--- config.mk ---
export PLATFORM = sky130hd
export DESIGN_NAME = stereo_quadratic_fade_out_core_flat
export DESIGN_NICKNAME = d
export VERILOG_FILES = /design/src/sv/sqfo_pkg.sv /design/src/sv/sqfo_if.sv /design/src/sv/sqfo_div.sv /design/src/sv/sqfo_mul.sv /design/src/sv/stereo_quadratic_fade_out_core.sv /design/src/flat_wrapper.sv
export SDC_FILE = /design/constraint.sdc
export NUM_CORES = 1
export LEC_CHECK = 0
export BUFFER_PORTS_ARGS = -buffer_cell sky130_fd_sc_hd__buf_2
export CORE_MARGIN = 2
export CORE_UTILIZATION = 55
export CTS_CLUSTER_DIAMETER = 120
export DETAILED_ROUTE_END_ITERATION = 10
export HOLD_SLACK_MARGIN = 0.08
export PLACE_DENSITY = 0.73
export REMOVE_ABC_BUFFERS = 1
export SYNTH_ARGS = -nofsm -noshare
export SYNTH_HDL_FRONTEND = slang
export SYNTH_SLANG_ARGS = --single-unit
--- constraint.sdc ---
create_clock -name clk -period 5 [get_ports clk]
set_clock_uncertainty 0.05 [all_clocks]
set_input_delay 0.25 -clock clk [delete_from_list [all_inputs] [get_ports clk]]
set_output_delay 0.25 -clock clk [all_outputs]
set_load 0.02 [all_outputs]
--- src/sv/sqfo_pkg.sv ---
// Package for the stereo quadratic fade-out core.
// Holds field widths, register indexes and the sequencer state type.
// No dependencies.
package sqfo_pkg;

    localparam int SAMPLE_W  = 16;
    localparam int TOTAL_W   = 32;
    localparam int FADE_W    = 24;
    localparam int CFG_ADDR_W = 2;
    localparam int CFG_DATA_W = 32;
    localparam int QUO_W     = 17;   // quotient and gain, up to 65536
    localparam int MUL_A_W   = 18;   // signed multiplicand
    localparam int ACC_W     = 35;   // signed product accumulator
    localparam int STEP_W    = 5;    // counts 17 serial steps
    localparam logic [STEP_W-1:0] LAST_STEP = 5'd16;

    typedef enum logic [CFG_ADDR_W-1:0] {
        REG_TOTAL_FRAMES = 2'd0,
        REG_FADE_FRAMES  = 2'd1
    } cfg_reg_t;

    typedef enum logic [2:0] {
        ST_IDLE,
        ST_DECIDE,
        ST_DIV,
        ST_SQUARE,
        ST_SCALE,
        ST_DONE
    } seq_state_t;

endpackage

--- src/sv/sqfo_if.sv ---
// Valid/ready channel interfaces of the fade-out core.
// Depends on sqfo_pkg.
interface sqfo_frame_if;
    logic                                 valid;
    logic                                 ready;
    logic signed [sqfo_pkg::SAMPLE_W-1:0] left_sample;
    logic signed [sqfo_pkg::SAMPLE_W-1:0] right_sample;

    modport source (output valid, left_sample, right_sample, input ready);
    modport sink   (input valid, left_sample, right_sample, output ready);
endinterface

interface sqfo_result_if;
    logic                                 valid;
    logic                                 ready;
    logic signed [sqfo_pkg::SAMPLE_W-1:0] left_out;
    logic signed [sqfo_pkg::SAMPLE_W-1:0] right_out;
    logic                                 last;

    modport source (output valid, left_out, right_out, last, input ready);
    modport sink   (input valid, left_out, right_out, last, output ready);
endinterface

interface sqfo_cfg_if;
    logic                                valid;
    logic                                ready;
    logic [sqfo_pkg::CFG_ADDR_W-1:0]     addr;
    logic [sqfo_pkg::CFG_DATA_W-1:0]     data;

    modport source (output valid, addr, data, input ready);
    modport sink   (input valid, addr, data, output ready);
endinterface

--- src/sv/sqfo_div.sv ---
// Restoring divider, one quotient bit per cycle: q = floor(num * 2^16 / den).
// Requires num <= den, so q <= 65536. Depends on sqfo_pkg.
module sqfo_div
(
    input  logic                             clk,
    input  logic                             rst_n,
    input  logic                             start,
    input  logic [sqfo_pkg::FADE_W-1:0]      num,
    input  logic [sqfo_pkg::FADE_W-1:0]      den,
    output logic                             done,
    output logic [sqfo_pkg::QUO_W-1:0]       quo
);

    logic [sqfo_pkg::FADE_W:0]     rem_reg, rem_next;
    logic [sqfo_pkg::FADE_W-1:0]   den_reg;
    logic [sqfo_pkg::QUO_W-1:0]    quo_reg;
    logic [sqfo_pkg::STEP_W-1:0]   cnt_reg;
    logic                          busy_reg;
    logic                          done_reg;
    logic [sqfo_pkg::FADE_W:0]     trial;
    logic                          ge;

    always_comb
    begin
        trial = (cnt_reg == '0) ? rem_reg : {rem_reg[sqfo_pkg::FADE_W-1:0], 1'b0};
        ge    = trial >= {1'b0, den_reg};
        rem_next = ge ? trial - {1'b0, den_reg} : trial;
    end

    always_ff @(posedge clk or negedge rst_n)
    begin
        if (!rst_n)
        begin
            busy_reg <= 1'b0;
            done_reg <= 1'b0;
            cnt_reg  <= '0;
        end
        else
        begin
            done_reg <= busy_reg && (cnt_reg == sqfo_pkg::LAST_STEP);
            if (start)
            begin
                busy_reg <= 1'b1;
                cnt_reg  <= '0;
            end
            else if (busy_reg)
            begin
                cnt_reg <= cnt_reg + 1'b1;
                if (cnt_reg == sqfo_pkg::LAST_STEP)
                begin
                    busy_reg <= 1'b0;
                end
            end
        end
    end

    always_ff @(posedge clk)
    begin
        if (start)
        begin
            rem_reg <= {1'b0, num};
            den_reg <= den;
            quo_reg <= '0;
        end
        else if (busy_reg)
        begin
            rem_reg <= rem_next;
            quo_reg <= {quo_reg[sqfo_pkg::QUO_W-2:0], ge};
        end
    end

    assign done = done_reg;
    assign quo  = quo_reg;

endmodule

--- src/sv/sqfo_mul.sv ---
// Bit-serial shift-add multiplier lane: signed a times unsigned b, MSB of b first.
// 17 steps; done pulses when the product is final. Depends on sqfo_pkg.
module sqfo_mul
(
    input  logic                                clk,
    input  logic                                rst_n,
    input  logic                                start,
    input  logic signed [sqfo_pkg::MUL_A_W-1:0] a,
    input  logic [sqfo_pkg::QUO_W-1:0]          b,
    output logic                                done,
    output logic signed [sqfo_pkg::ACC_W-1:0]   prod
);

    logic signed [sqfo_pkg::ACC_W-1:0]   acc_reg;
    logic signed [sqfo_pkg::MUL_A_W-1:0] a_reg;
    logic [sqfo_pkg::QUO_W-1:0]          b_reg;
    logic [sqfo_pkg::STEP_W-1:0]         cnt_reg;
    logic                                busy_reg;
    logic                                done_reg;
    logic signed [sqfo_pkg::ACC_W-1:0]   addend;

    assign addend = b_reg[sqfo_pkg::QUO_W-1]
                  ? {{(sqfo_pkg::ACC_W-sqfo_pkg::MUL_A_W){a_reg[sqfo_pkg::MUL_A_W-1]}}, a_reg}
                  : '0;

    always_ff @(posedge clk or negedge rst_n)
    begin
        if (!rst_n)
        begin
            busy_reg <= 1'b0;
            done_reg <= 1'b0;
            cnt_reg  <= '0;
        end
        else
        begin
            done_reg <= busy_reg && (cnt_reg == sqfo_pkg::LAST_STEP);
            if (start)
            begin
                busy_reg <= 1'b1;
                cnt_reg  <= '0;
            end
            else if (busy_reg)
            begin
                cnt_reg <= cnt_reg + 1'b1;
                if (cnt_reg == sqfo_pkg::LAST_STEP)
                begin
                    busy_reg <= 1'b0;
                end
            end
        end
    end

    always_ff @(posedge clk)
    begin
        if (start)
        begin
            acc_reg <= '0;
            a_reg   <= a;
            b_reg   <= b;
        end
        else if (busy_reg)
        begin
            acc_reg <= (acc_reg <<< 1) + addend;
            b_reg   <= {b_reg[sqfo_pkg::QUO_W-2:0], 1'b0};
        end
    end

    assign done = done_reg;
    assign prod = acc_reg;

endmodule

--- src/sv/stereo_quadratic_fade_out_core.sv ---
// Top level of the stereo quadratic fade-out core: frame counter, sequencer,
// serial divider and two serial multiplier lanes.
// Depends on sqfo_pkg, sqfo_if, sqfo_div, sqfo_mul.
//
//  channel  modport  word
//  frame    sink     left_sample, right_sample
//  result   source   left_out, right_out, last
//  cfg      sink     addr, data (0 total_frames, 1 fade_frames)
//
// Pass-through frames pass IDLE, DECIDE and DONE; frames inside the fade run the
// 17-step divider followed by two 17-step serial multiplies
// (gain = q*q / 2^16, then both channels in parallel) between DECIDE and DONE.
// A finished track drops the frame in DECIDE with no word out.
// rst_n clears the frame count and both registers; cfg is always ready.
// A new frame is taken while a result word still waits on a stalled sink.
module stereo_quadratic_fade_out_core
(
    input  logic          clk,
    input  logic          rst_n,
    sqfo_frame_if.sink    frame,
    sqfo_result_if.source result,
    sqfo_cfg_if.sink      cfg
);

    sqfo_pkg::seq_state_t state_reg, state_next;

    logic [sqfo_pkg::TOTAL_W-1:0]          total_reg;
    logic [sqfo_pkg::FADE_W-1:0]           fade_reg;
    logic [sqfo_pkg::TOTAL_W-1:0]          played_reg;
    logic [sqfo_pkg::TOTAL_W-1:0]          remaining_reg;
    logic                                  finished_reg;
    logic                                  fading_reg;
    logic                                  last_reg;
    logic signed [sqfo_pkg::SAMPLE_W-1:0]  left_reg;
    logic signed [sqfo_pkg::SAMPLE_W-1:0]  right_reg;

    logic                                  out_valid_reg;
    logic signed [sqfo_pkg::SAMPLE_W-1:0]  out_left_reg;
    logic signed [sqfo_pkg::SAMPLE_W-1:0]  out_right_reg;
    logic                                  out_last_reg;

    logic                                  fade_ok;
    logic                                  out_free;
    logic                                  take;
    logic                                  frame_ready;
    logic                                  div_start;
    logic                                  sq_start;
    logic                                  scale_start;
    logic                                  out_load;

    logic                                  div_done;
    logic [sqfo_pkg::QUO_W-1:0]            quo;
    logic                                  mul0_done;
    logic                                  mul1_done;
    logic signed [sqfo_pkg::ACC_W-1:0]     prod0;
    logic signed [sqfo_pkg::ACC_W-1:0]     prod1;
    logic [sqfo_pkg::QUO_W-1:0]            gain;
    logic signed [sqfo_pkg::MUL_A_W-1:0]   mul0_a;
    logic [sqfo_pkg::QUO_W-1:0]            mul0_b;
    logic signed [sqfo_pkg::MUL_A_W-1:0]   mul1_a;

    assign fade_ok  = (fade_reg != '0) &&
                      (remaining_reg <= {{(sqfo_pkg::TOTAL_W-sqfo_pkg::FADE_W){1'b0}}, fade_reg});
    assign out_free = !out_valid_reg || result.ready;
    assign take     = frame.valid && frame_ready;
    assign gain     = prod0[2*sqfo_pkg::SAMPLE_W:sqfo_pkg::SAMPLE_W];

    // next state
    always_comb
    begin
        state_next = state_reg;
        unique case (state_reg)
            sqfo_pkg::ST_IDLE:
            begin
                if (frame.valid)
                begin
                    state_next = sqfo_pkg::ST_DECIDE;
                end
            end
            sqfo_pkg::ST_DECIDE:
            begin
                priority if (finished_reg)
                    state_next = sqfo_pkg::ST_IDLE;
                else if (fade_ok)
                    state_next = sqfo_pkg::ST_DIV;
                else
                    state_next = sqfo_pkg::ST_DONE;
            end
            sqfo_pkg::ST_DIV:
            begin
                if (div_done)
                begin
                    state_next = sqfo_pkg::ST_SQUARE;
                end
            end
            sqfo_pkg::ST_SQUARE:
            begin
                if (mul0_done)
                begin
                    state_next = sqfo_pkg::ST_SCALE;
                end
            end
            sqfo_pkg::ST_SCALE:
            begin
                if (mul0_done && mul1_done)
                begin
                    state_next = sqfo_pkg::ST_DONE;
                end
            end
            sqfo_pkg::ST_DONE:
            begin
                if (out_free)
                begin
                    state_next = sqfo_pkg::ST_IDLE;
                end
            end
            default:
            begin
                state_next = sqfo_pkg::ST_IDLE;
            end
        endcase
    end

    // sequencer outputs
    always_comb
    begin
        frame_ready = 1'b0;
        div_start   = 1'b0;
        sq_start    = 1'b0;
        scale_start = 1'b0;
        out_load    = 1'b0;
        unique case (state_reg)
            sqfo_pkg::ST_IDLE:   frame_ready = 1'b1;
            sqfo_pkg::ST_DECIDE: div_start   = !finished_reg && fade_ok;
            sqfo_pkg::ST_DIV:    sq_start    = div_done;
            sqfo_pkg::ST_SQUARE: scale_start = mul0_done;
            sqfo_pkg::ST_SCALE:  ;
            sqfo_pkg::ST_DONE:   out_load    = out_free;
            default:             ;
        endcase
    end

    always_comb
    begin
        if (scale_start)
        begin
            mul0_a = {left_reg[sqfo_pkg::SAMPLE_W-1],
                      left_reg[sqfo_pkg::SAMPLE_W-1], left_reg};
            mul0_b = gain;
        end
        else
        begin
            mul0_a = {1'b0, quo};
            mul0_b = quo;
        end
        mul1_a = {right_reg[sqfo_pkg::SAMPLE_W-1], right_reg[sqfo_pkg::SAMPLE_W-1], right_reg};
    end

    sqfo_div u_div
    (
        .clk   (clk),
        .rst_n (rst_n),
        .start (div_start),
        .num   (remaining_reg[sqfo_pkg::FADE_W-1:0]),
        .den   (fade_reg),
        .done  (div_done),
        .quo   (quo)
    );

    sqfo_mul u_mul_left
    (
        .clk   (clk),
        .rst_n (rst_n),
        .start (sq_start || scale_start),
        .a     (mul0_a),
        .b     (mul0_b),
        .done  (mul0_done),
        .prod  (prod0)
    );

    sqfo_mul u_mul_right
    (
        .clk   (clk),
        .rst_n (rst_n),
        .start (scale_start),
        .a     (mul1_a),
        .b     (gain),
        .done  (mul1_done),
        .prod  (prod1)
    );

    always_ff @(posedge clk or negedge rst_n)
    begin
        if (!rst_n)
        begin
            state_reg     <= sqfo_pkg::ST_IDLE;
            total_reg     <= '0;
            fade_reg      <= '0;
            played_reg    <= '0;
            finished_reg  <= 1'b0;
            fading_reg    <= 1'b0;
            last_reg      <= 1'b0;
            out_valid_reg <= 1'b0;
        end
        else
        begin
            state_reg <= state_next;

            if (cfg.valid)
            begin
                unique case (cfg.addr)
                    sqfo_pkg::REG_TOTAL_FRAMES: total_reg <= cfg.data;
                    sqfo_pkg::REG_FADE_FRAMES:  fade_reg  <= cfg.data[sqfo_pkg::FADE_W-1:0];
                    default:                    ;
                endcase
            end

            if (take)
            begin
                finished_reg <= played_reg >= total_reg;
            end

            if ((state_reg == sqfo_pkg::ST_DECIDE) && !finished_reg)
            begin
                played_reg <= played_reg + 1'b1;
                fading_reg <= fade_ok;
                last_reg   <= remaining_reg == {{(sqfo_pkg::TOTAL_W-1){1'b0}}, 1'b1};
            end

            if (out_load)
                out_valid_reg <= 1'b1;
            else if (result.ready)
                out_valid_reg <= 1'b0;
        end
    end

    always_ff @(posedge clk)
    begin
        if (take)
        begin
            left_reg      <= frame.left_sample;
            right_reg     <= frame.right_sample;
            remaining_reg <= total_reg - played_reg;
        end
        if (out_load)
        begin
            out_last_reg <= last_reg;
            if (fading_reg)
            begin
                out_left_reg  <= prod0[2*sqfo_pkg::SAMPLE_W-1:sqfo_pkg::SAMPLE_W];
                out_right_reg <= prod1[2*sqfo_pkg::SAMPLE_W-1:sqfo_pkg::SAMPLE_W];
            end
            else
            begin
                out_left_reg  <= left_reg;
                out_right_reg <= right_reg;
            end
        end
    end

    assign frame.ready      = frame_ready;
    assign cfg.ready        = 1'b1;
    assign result.valid     = out_valid_reg;
    assign result.left_out  = out_left_reg;
    assign result.right_out = out_right_reg;
    assign result.last      = out_last_reg;

endmodule
--- src/flat_wrapper.sv ---
// flat-port wrapper written by rule: the top's interface ports become plain ports
module stereo_quadratic_fade_out_core_flat 
  (clk, rst_n, frame_valid, frame_left_sample, frame_right_sample, frame_ready, result_valid, result_left_out, result_right_out, result_last, result_ready, cfg_valid, cfg_addr, cfg_data, cfg_ready);
  sqfo_frame_if frame_i ();
  sqfo_result_if result_i ();
  sqfo_cfg_if cfg_i ();
  input  logic clk;
  input  logic rst_n;
  input wire logic [$bits(frame_i.valid)-1:0] frame_valid;
  input wire logic [$bits(frame_i.left_sample)-1:0] frame_left_sample;
  input wire logic [$bits(frame_i.right_sample)-1:0] frame_right_sample;
  output wire logic [$bits(frame_i.ready)-1:0] frame_ready;
  output wire logic [$bits(result_i.valid)-1:0] result_valid;
  output wire logic [$bits(result_i.left_out)-1:0] result_left_out;
  output wire logic [$bits(result_i.right_out)-1:0] result_right_out;
  output wire logic [$bits(result_i.last)-1:0] result_last;
  input wire logic [$bits(result_i.ready)-1:0] result_ready;
  input wire logic [$bits(cfg_i.valid)-1:0] cfg_valid;
  input wire logic [$bits(cfg_i.addr)-1:0] cfg_addr;
  input wire logic [$bits(cfg_i.data)-1:0] cfg_data;
  output wire logic [$bits(cfg_i.ready)-1:0] cfg_ready;
  assign frame_i.valid = frame_valid;
  assign frame_i.left_sample = frame_left_sample;
  assign frame_i.right_sample = frame_right_sample;
  assign frame_ready = frame_i.ready;
  assign result_valid = result_i.valid;
  assign result_left_out = result_i.left_out;
  assign result_right_out = result_i.right_out;
  assign result_last = result_i.last;
  assign result_i.ready = result_ready;
  assign cfg_i.valid = cfg_valid;
  assign cfg_i.addr = cfg_addr;
  assign cfg_i.data = cfg_data;
  assign cfg_ready = cfg_i.ready;
  stereo_quadratic_fade_out_core u_core (.clk(clk), .rst_n(rst_n), .frame(frame_i), .result(result_i), .cfg(cfg_i));
endmodule
== Word level (Yosys, flattened, before mapping) ==
Index checks and enable logic that the tools add are counted.

* Register bits after elaboration: 412
* Logic and storage cells: 127
* Output and inout port bits: 36
* Input port bits: 71

* Reduce and logical (&&, ||, !) cells: 23
* Order comparisons: 3
* $add $sub $neg: 8
* Eq/ne operators: 15
* Multiplexer cells: 44

{| class="wikitable"
|+ Operators with widths
! operator !! number
|-
| $mux 17 || 6
|-
| $mux 25 || 2
|-
| $mux 24 || 2
|-
| $add 33x33->33 || 1
|-
| $mux 33 || 1
|-
| $add 32x1->32 const B || 1
|-
| $add 32x32->32 || 1
|-
| $eq 32x1->1 const B || 1
|-
| $ge 32x32->1 || 1
|-
| $le 32x24->1 || 1
|-
| $mux 16 || 2
|-
| $mux 32 || 1
|-
| $sub 32x32->32 || 1
|-
| $mux 5 || 6
|-
| $ge 25x24->1 || 1
|-
| $sub 25x24->25 || 1
|-
| $reduce_bool 24->1 || 1
|-
| $mux 3 || 7
|-
| $pmux 3 s6 || 1
|-
| $mux 1 || 16
|-
| $add 5x1->5 const B || 3
|-
| $eq 5x5->1 const B || 3
|-
| $logic_and 1x1->1 || 8
|-
| $reduce_bool 2->1 || 4
|-
| 13 further kinds || 21
|}

== Longest topological paths before layout ==
* Word-level depth: 6
* Mapped depth: 20
* Gate-level depth less buffers: 17

== By module ==
A second synthesis with hierarchy kept.

* Cell total of the unflattened synthesis: 2458
* Area, all modules: 24632.4 um^2

{| class="wikitable"
|+ By module, submodules not included
! module !! area each (um^2) !! instances !! cells each !! seq. area each (um^2)
|-
| stereo_quadratic_fade_out_core || 10037.1 || 1 || 892 || 5290.1
|-
| sqfo_mul || 4921.0 || 2 || 548 || 1926.8
|-
| sqfo_div || 4753.3 || 1 || 470 || 1976.9
|}

== Worst setup path after synthesis ==
No wires, ideal clock.

* Path kind: register -> register
* Start point: register u_core.u_div.cnt_reg[0] (netlist bit)
* End point: register u_core.u_div.rem_reg[19] (netlist bit), data pin
* Clock period less this slack: 4616 ps
* Setup time: 260 ps
* Path buffers: 3
* Data required time: 4690 ps
* Stages on the path, launching flop included: 18
* Path slack: 384 ps
* Arrival time: 4306 ps
* Cells stage by stage: dfrtp_1 > inv_1 > ha_1 > nor3b_1 > nor2b_1 > clkbuf_1 > clkbuf_1 > mux2_2 > ha_1 > and3_4 > a221oi_2 > o211ai_1 > o31ai_2 > a211oi_2 > nor4b_2 > buf_6 > mux2_4 > mux2_2

* Cells in the longest elaborated chain, start to end: 6

{| class="wikitable"
|+ RTL lines
! element !! line !! RTL
|-
| start, declared || sqfo_div.sv:17 || <nowiki>logic [sqfo_pkg::STEP_W-1:0] cnt_reg;</nowiki>
|-
| start signal, assigned || sqfo_div.sv:48 || <nowiki>cnt_reg <= cnt_reg + 1'b1;</nowiki>
|-
| $logic_not 5->1 (*) || sqfo_div.sv:25 || <nowiki>trial = (cnt_reg == '0) ? rem_reg : {rem_reg[sqfo_pkg::FADE_W-1:0], 1'b0};</nowiki>
|-
| $mux 25 (*) || sqfo_div.sv:25 ||
|-
| $sub 25x24->25 or $ge 25x24->1 (tied branches) || sqfo_div.sv:27, sqfo_div.sv:26 ||
|-
| $mux 25 (*) || sqfo_div.sv:27 || <nowiki>rem_next = ge ? trial - {1'b0, den_reg} : trial;</nowiki>
|-
| $mux 24 (*) || sqfo_div.sv:65 || <nowiki>else if (busy_reg)</nowiki>
|-
| $mux 24 (*) || sqfo_div.sv:59 || <nowiki>if (start)</nowiki>
|-
| end signal, assigned || sqfo_div.sv:61 || <nowiki>rem_reg <= {1'b0, num};</nowiki>
|-
| end signal, assigned || sqfo_div.sv:67 || <nowiki>rem_reg <= rem_next;</nowiki>
|-
| end, declared || sqfo_div.sv:14 || <nowiki>logic [sqfo_pkg::FADE_W:0] rem_reg, rem_next;</nowiki>
|}

Every way passes the cells marked *; elsewhere a longest branch is shown, timed or not. The select of a mux whose other input is x is not followed.
A chain may end at the register's enable or synchronous reset.

== Worst setup path in the final report ==
Same ends and word-level chain as after synthesis.

==> qor.yml <==
antenna_found_initial: 0
cts-root-buf: "clkbuf_16"
final_hold_viol_count: 0
synth_edf_count: 213
syn_inst: 2187
setup_viol: 0
initial_utilization_pct: 55.9
endpoint_kind: "flop"
num_antenna_cells: 0
final_common_cell: "nand2_1"
dpl_cell_area_sq_um: 24100
internal-power_w: 0.00753
finish.net_count: 2584
seq_power_share_pct: 40.4
min_period_over_period_pct: 94.2
fin_area_sq_um: 26300
dp_hpwl_microns: 38000
post_cts_buffers: 0
power.density_nw_per_um2: 414
drc: 0
fp.coreArea_sq_um: 41000
clock_sinks: 412
max_stage_delay_ns: 0.41
io_pins: 107
vias: 17000
crit_fanout: 26
maxCapViolCount: 0
fmax_ghz: 0.212
cp.required_ns: 5.28
r2r_setup_slack_ns: 0.29
tns_ns: 0
dieArea_sq_um: 43400
worst_ir_drop_vdd_mv: 0.286
placed_cells: 2779
rr_endpoint: "u_core.u_div.rem_reg[19]$_DFFE_PP_"
path_clk_slew_ns: 0.06
drive_gt1_share_pct: 14.8
synthToLayoutAreaGrowth_pct: 14.6
yosys_warnings: 0
ys_types: 86
grt_max_degree: 76
ys.flop_type: "edfxtp_1"
fp.dieH_microns: 208
first_global_vias: 17100
ant_nets: 0
nFillCells: 3267
final_cell_mix: "nand2_1 (227), edfxtp_1 (213), nor2_1 (160)"
port_buffers: 105
p_comb_share_pct: 27.9
grt-ovfl-total: 0
slew_headroom_pct: 31.7
gp_congestion: 0.943
hp-class: "in -> reg"
dr.pass1.iters: 5
grt_pass1_wl_microns: 87600
numCtsBuffers: 45
critPathKind: "reg -> reg"
status: "complete, no violations"
power.switching_w: 0.00335
fp.dieW_microns: 208
p_total_w: 0.0109
synth_async_sr_flop_share_pct: 28.2
pwr-share-clk_pct: 31.7
final_cell_count_no_fill: 2930
wirelength_microns: 54000
ys_seq_area_share_pct: 47.8
cts_htree_levels: 2
grt_usage_pct: 24.9
largest_reg_flops: 33
insertion_delay_ns: 0.59
clockBufferDepth: 3
finalCriticalPeriod_ns: 4.71
worstPathArrival_ns: 4.99
path_cells: "inv_1, ha_1, nor3b_1, nor2b_2, buf_12, mux2_2, ha_1, nor2b_1, o31ai_2, a211oi_1, o31ai_2, a211oi_2, nor4b_4, buf_12, mux2_4, mux2_2"
synth.avg_cell_area_sq_um: 10.5
rr_worst_depth: 16
wl_per_cell_microns: 18.4
crit_path_start_kind: "flop"
worst_pin_slew_ns: 1.03
initialDrtViolationCount: 1196
via_per_inst: 5.81
worst_path_max_delay_cell: "dfrtp_1"
rows: 74
worstReg2RegStart: "u_core.u_div.cnt_reg[0]$_DFFE_PN0P_"
netSwitchingFraction_pct: 30.8
grt_setup_unrepaired: "false"
cts_tree: "built"
slew_violations: 0
cp-startpoint: "u_core.u_div.cnt_reg[0]$_DFFE_PN0P_"
crit_end: "u_core.u_div.rem_reg[19]$_DFFE_PP_"
p_leak_nw: 10.9
ys_ff_latch: 412
syn-cell-area_sq_um: 22900
==> stage by stage <==
stage	utilization [%]	setup slack, ns	hold slack, ns
CTS	64.1	0.271	0.254
finish	64.1	0.292	0.272
global placement	58.7	0.401	0.375
floorplan	-	-1.84	-0.0956
detailed placement	58.7	0.313	0.378
global route	64.1	0.00853	0.316
==> synth_stat cells, drive strengths merged, types with 15 or more instances <==
| master | count | area (sq um) |
|---|---|---|
| nor4 | 19 | 119 |
| xnor2 | 92 | 806 |
| and2 | 46 | 288 |
| a31oi | 15 | 100 |
| dfxtp | 83 | 1660 |
| o21a | 20 | 150 |
| xor2 | 41 | 359 |
| a211oi | 34 | 260 |
| buf | 27 | 134 |
| nand4 | 33 | 206 |
| edfxtp | 213 | 6400 |
| and3 | 21 | 136 |
| nor2 | 160 | 601 |
| mux2 | 126 | 1430 |
| mux2i | 59 | 591 |
| clkbuf | 42 | 160 |
| nor3 | 38 | 195 |
| a222oi | 15 | 150 |
| dfrtp | 116 | 2900 |
| ha | 148 | 1850 |
| o21ai | 94 | 474 |
| inv | 149 | 559 |
| nand2 | 228 | 858 |
| a21o | 53 | 398 |
| a21oi | 113 | 566 |
| nor2b | 18 | 113 |
| nand3 | 37 | 185 |
==> how the worst min path moves through the flow <==
stage | startpoint | endpoint | cells past startpoint
2_1_floorplan | rst_n | u_core.fade_reg[0]$_DFFE_PN0P_ | 0
6_report | cfg_addr[1] | u_core.total_reg[1]$_DFFE_PN0P_ | 5
3_3_place_gp | rst_n | u_core.played_reg[29]$_DFFE_PN0P_ | 1
3_5_place_dp | frame_left_sample[2] | u_core.left_reg[2]$_DFFE_PP_ | 1
5_1_grt | frame_left_sample[7] | u_core.left_reg[7]$_DFFE_PP_ | 2
4_1_cts | cfg_addr[1] | u_core.total_reg[1]$_DFFE_PN0P_ | 5
==> worst max-delay path: cells and delay by family, from the launching register on <==
kind | cells | cell delay (ns)
AOI/OAI and AO/OA | 4 | 1.06
adders and majority gates | 2 | 0.44
buffers and inverters | 3 | 0.50
DFF | 1 | 0.41
muxes | 3 | 0.95
and+or+nand+nor | 4 | 1.03
==> logic make-up (layout without fill, tap and decap cells) <==
logic type                 Yosys count  count (layout)  share of synthesized area (%)
other                                1               1                         0.0163
DFF                                412             412                           47.8
xor gates and xnor gates           133             133                           5.08
and+or+nand+nor                    645             645                           13.2
muxes                              185             185                           8.79
AOI/OAI and AO/OA                  441             441                           13.0
buffers and inverters              218             429                           3.72
adders and majority gates          152             152                           8.42
==> layout make-up <==
cell class / count / area, sq um / area share [%]
multi-input combinational: 1557 / 11100 / 42.4
sequential: 412 / 11000 / 41.7
tap: 532 / 666 / 2.53
clock inverter: 25 / 260 / 0.990
timing repair buffer: 196 / 1430 / 5.43
clock buffer: 59 / 1270 / 4.84
inverter: 149 / 561 / 2.13
==> power groups by stage <==
stage / Sequential, W / Clock, W / Combinational, W
after floorplan: 0.00444 / 0 / 0.00216
after global placement: 0.00444 / 0 / 0.00290
after detailed placement: 0.00445 / 0 / 0.00298
after CTS: 0.00439 / 0.00351 / 0.00304
after global routing: 0.00443 / 0.00363 / 0.00338
final: 0.00439 / 0.00345 / 0.00304
==> per-layer routing <==
layer	vias to the layer above	track usage, %	share of wire [%]	routed length [microns]
li1	8271	-	-	-
met1	8245	32.9	45	24100
met2	397	42.0	48	25700
met3	96	3.52	4.7	2550
met4	0	9.03	3.0	1630
met5	-	0	0	0
==> what timing repair did <==
action / 4_1_cts / 5_1_grt
hold endpoints to repair: 164 / 0
setup endpoints to repair: 0 / 0
resized for setup: 0 / 0
hold buffers: 67 / 0
Power figures use the tool's default switching activity.
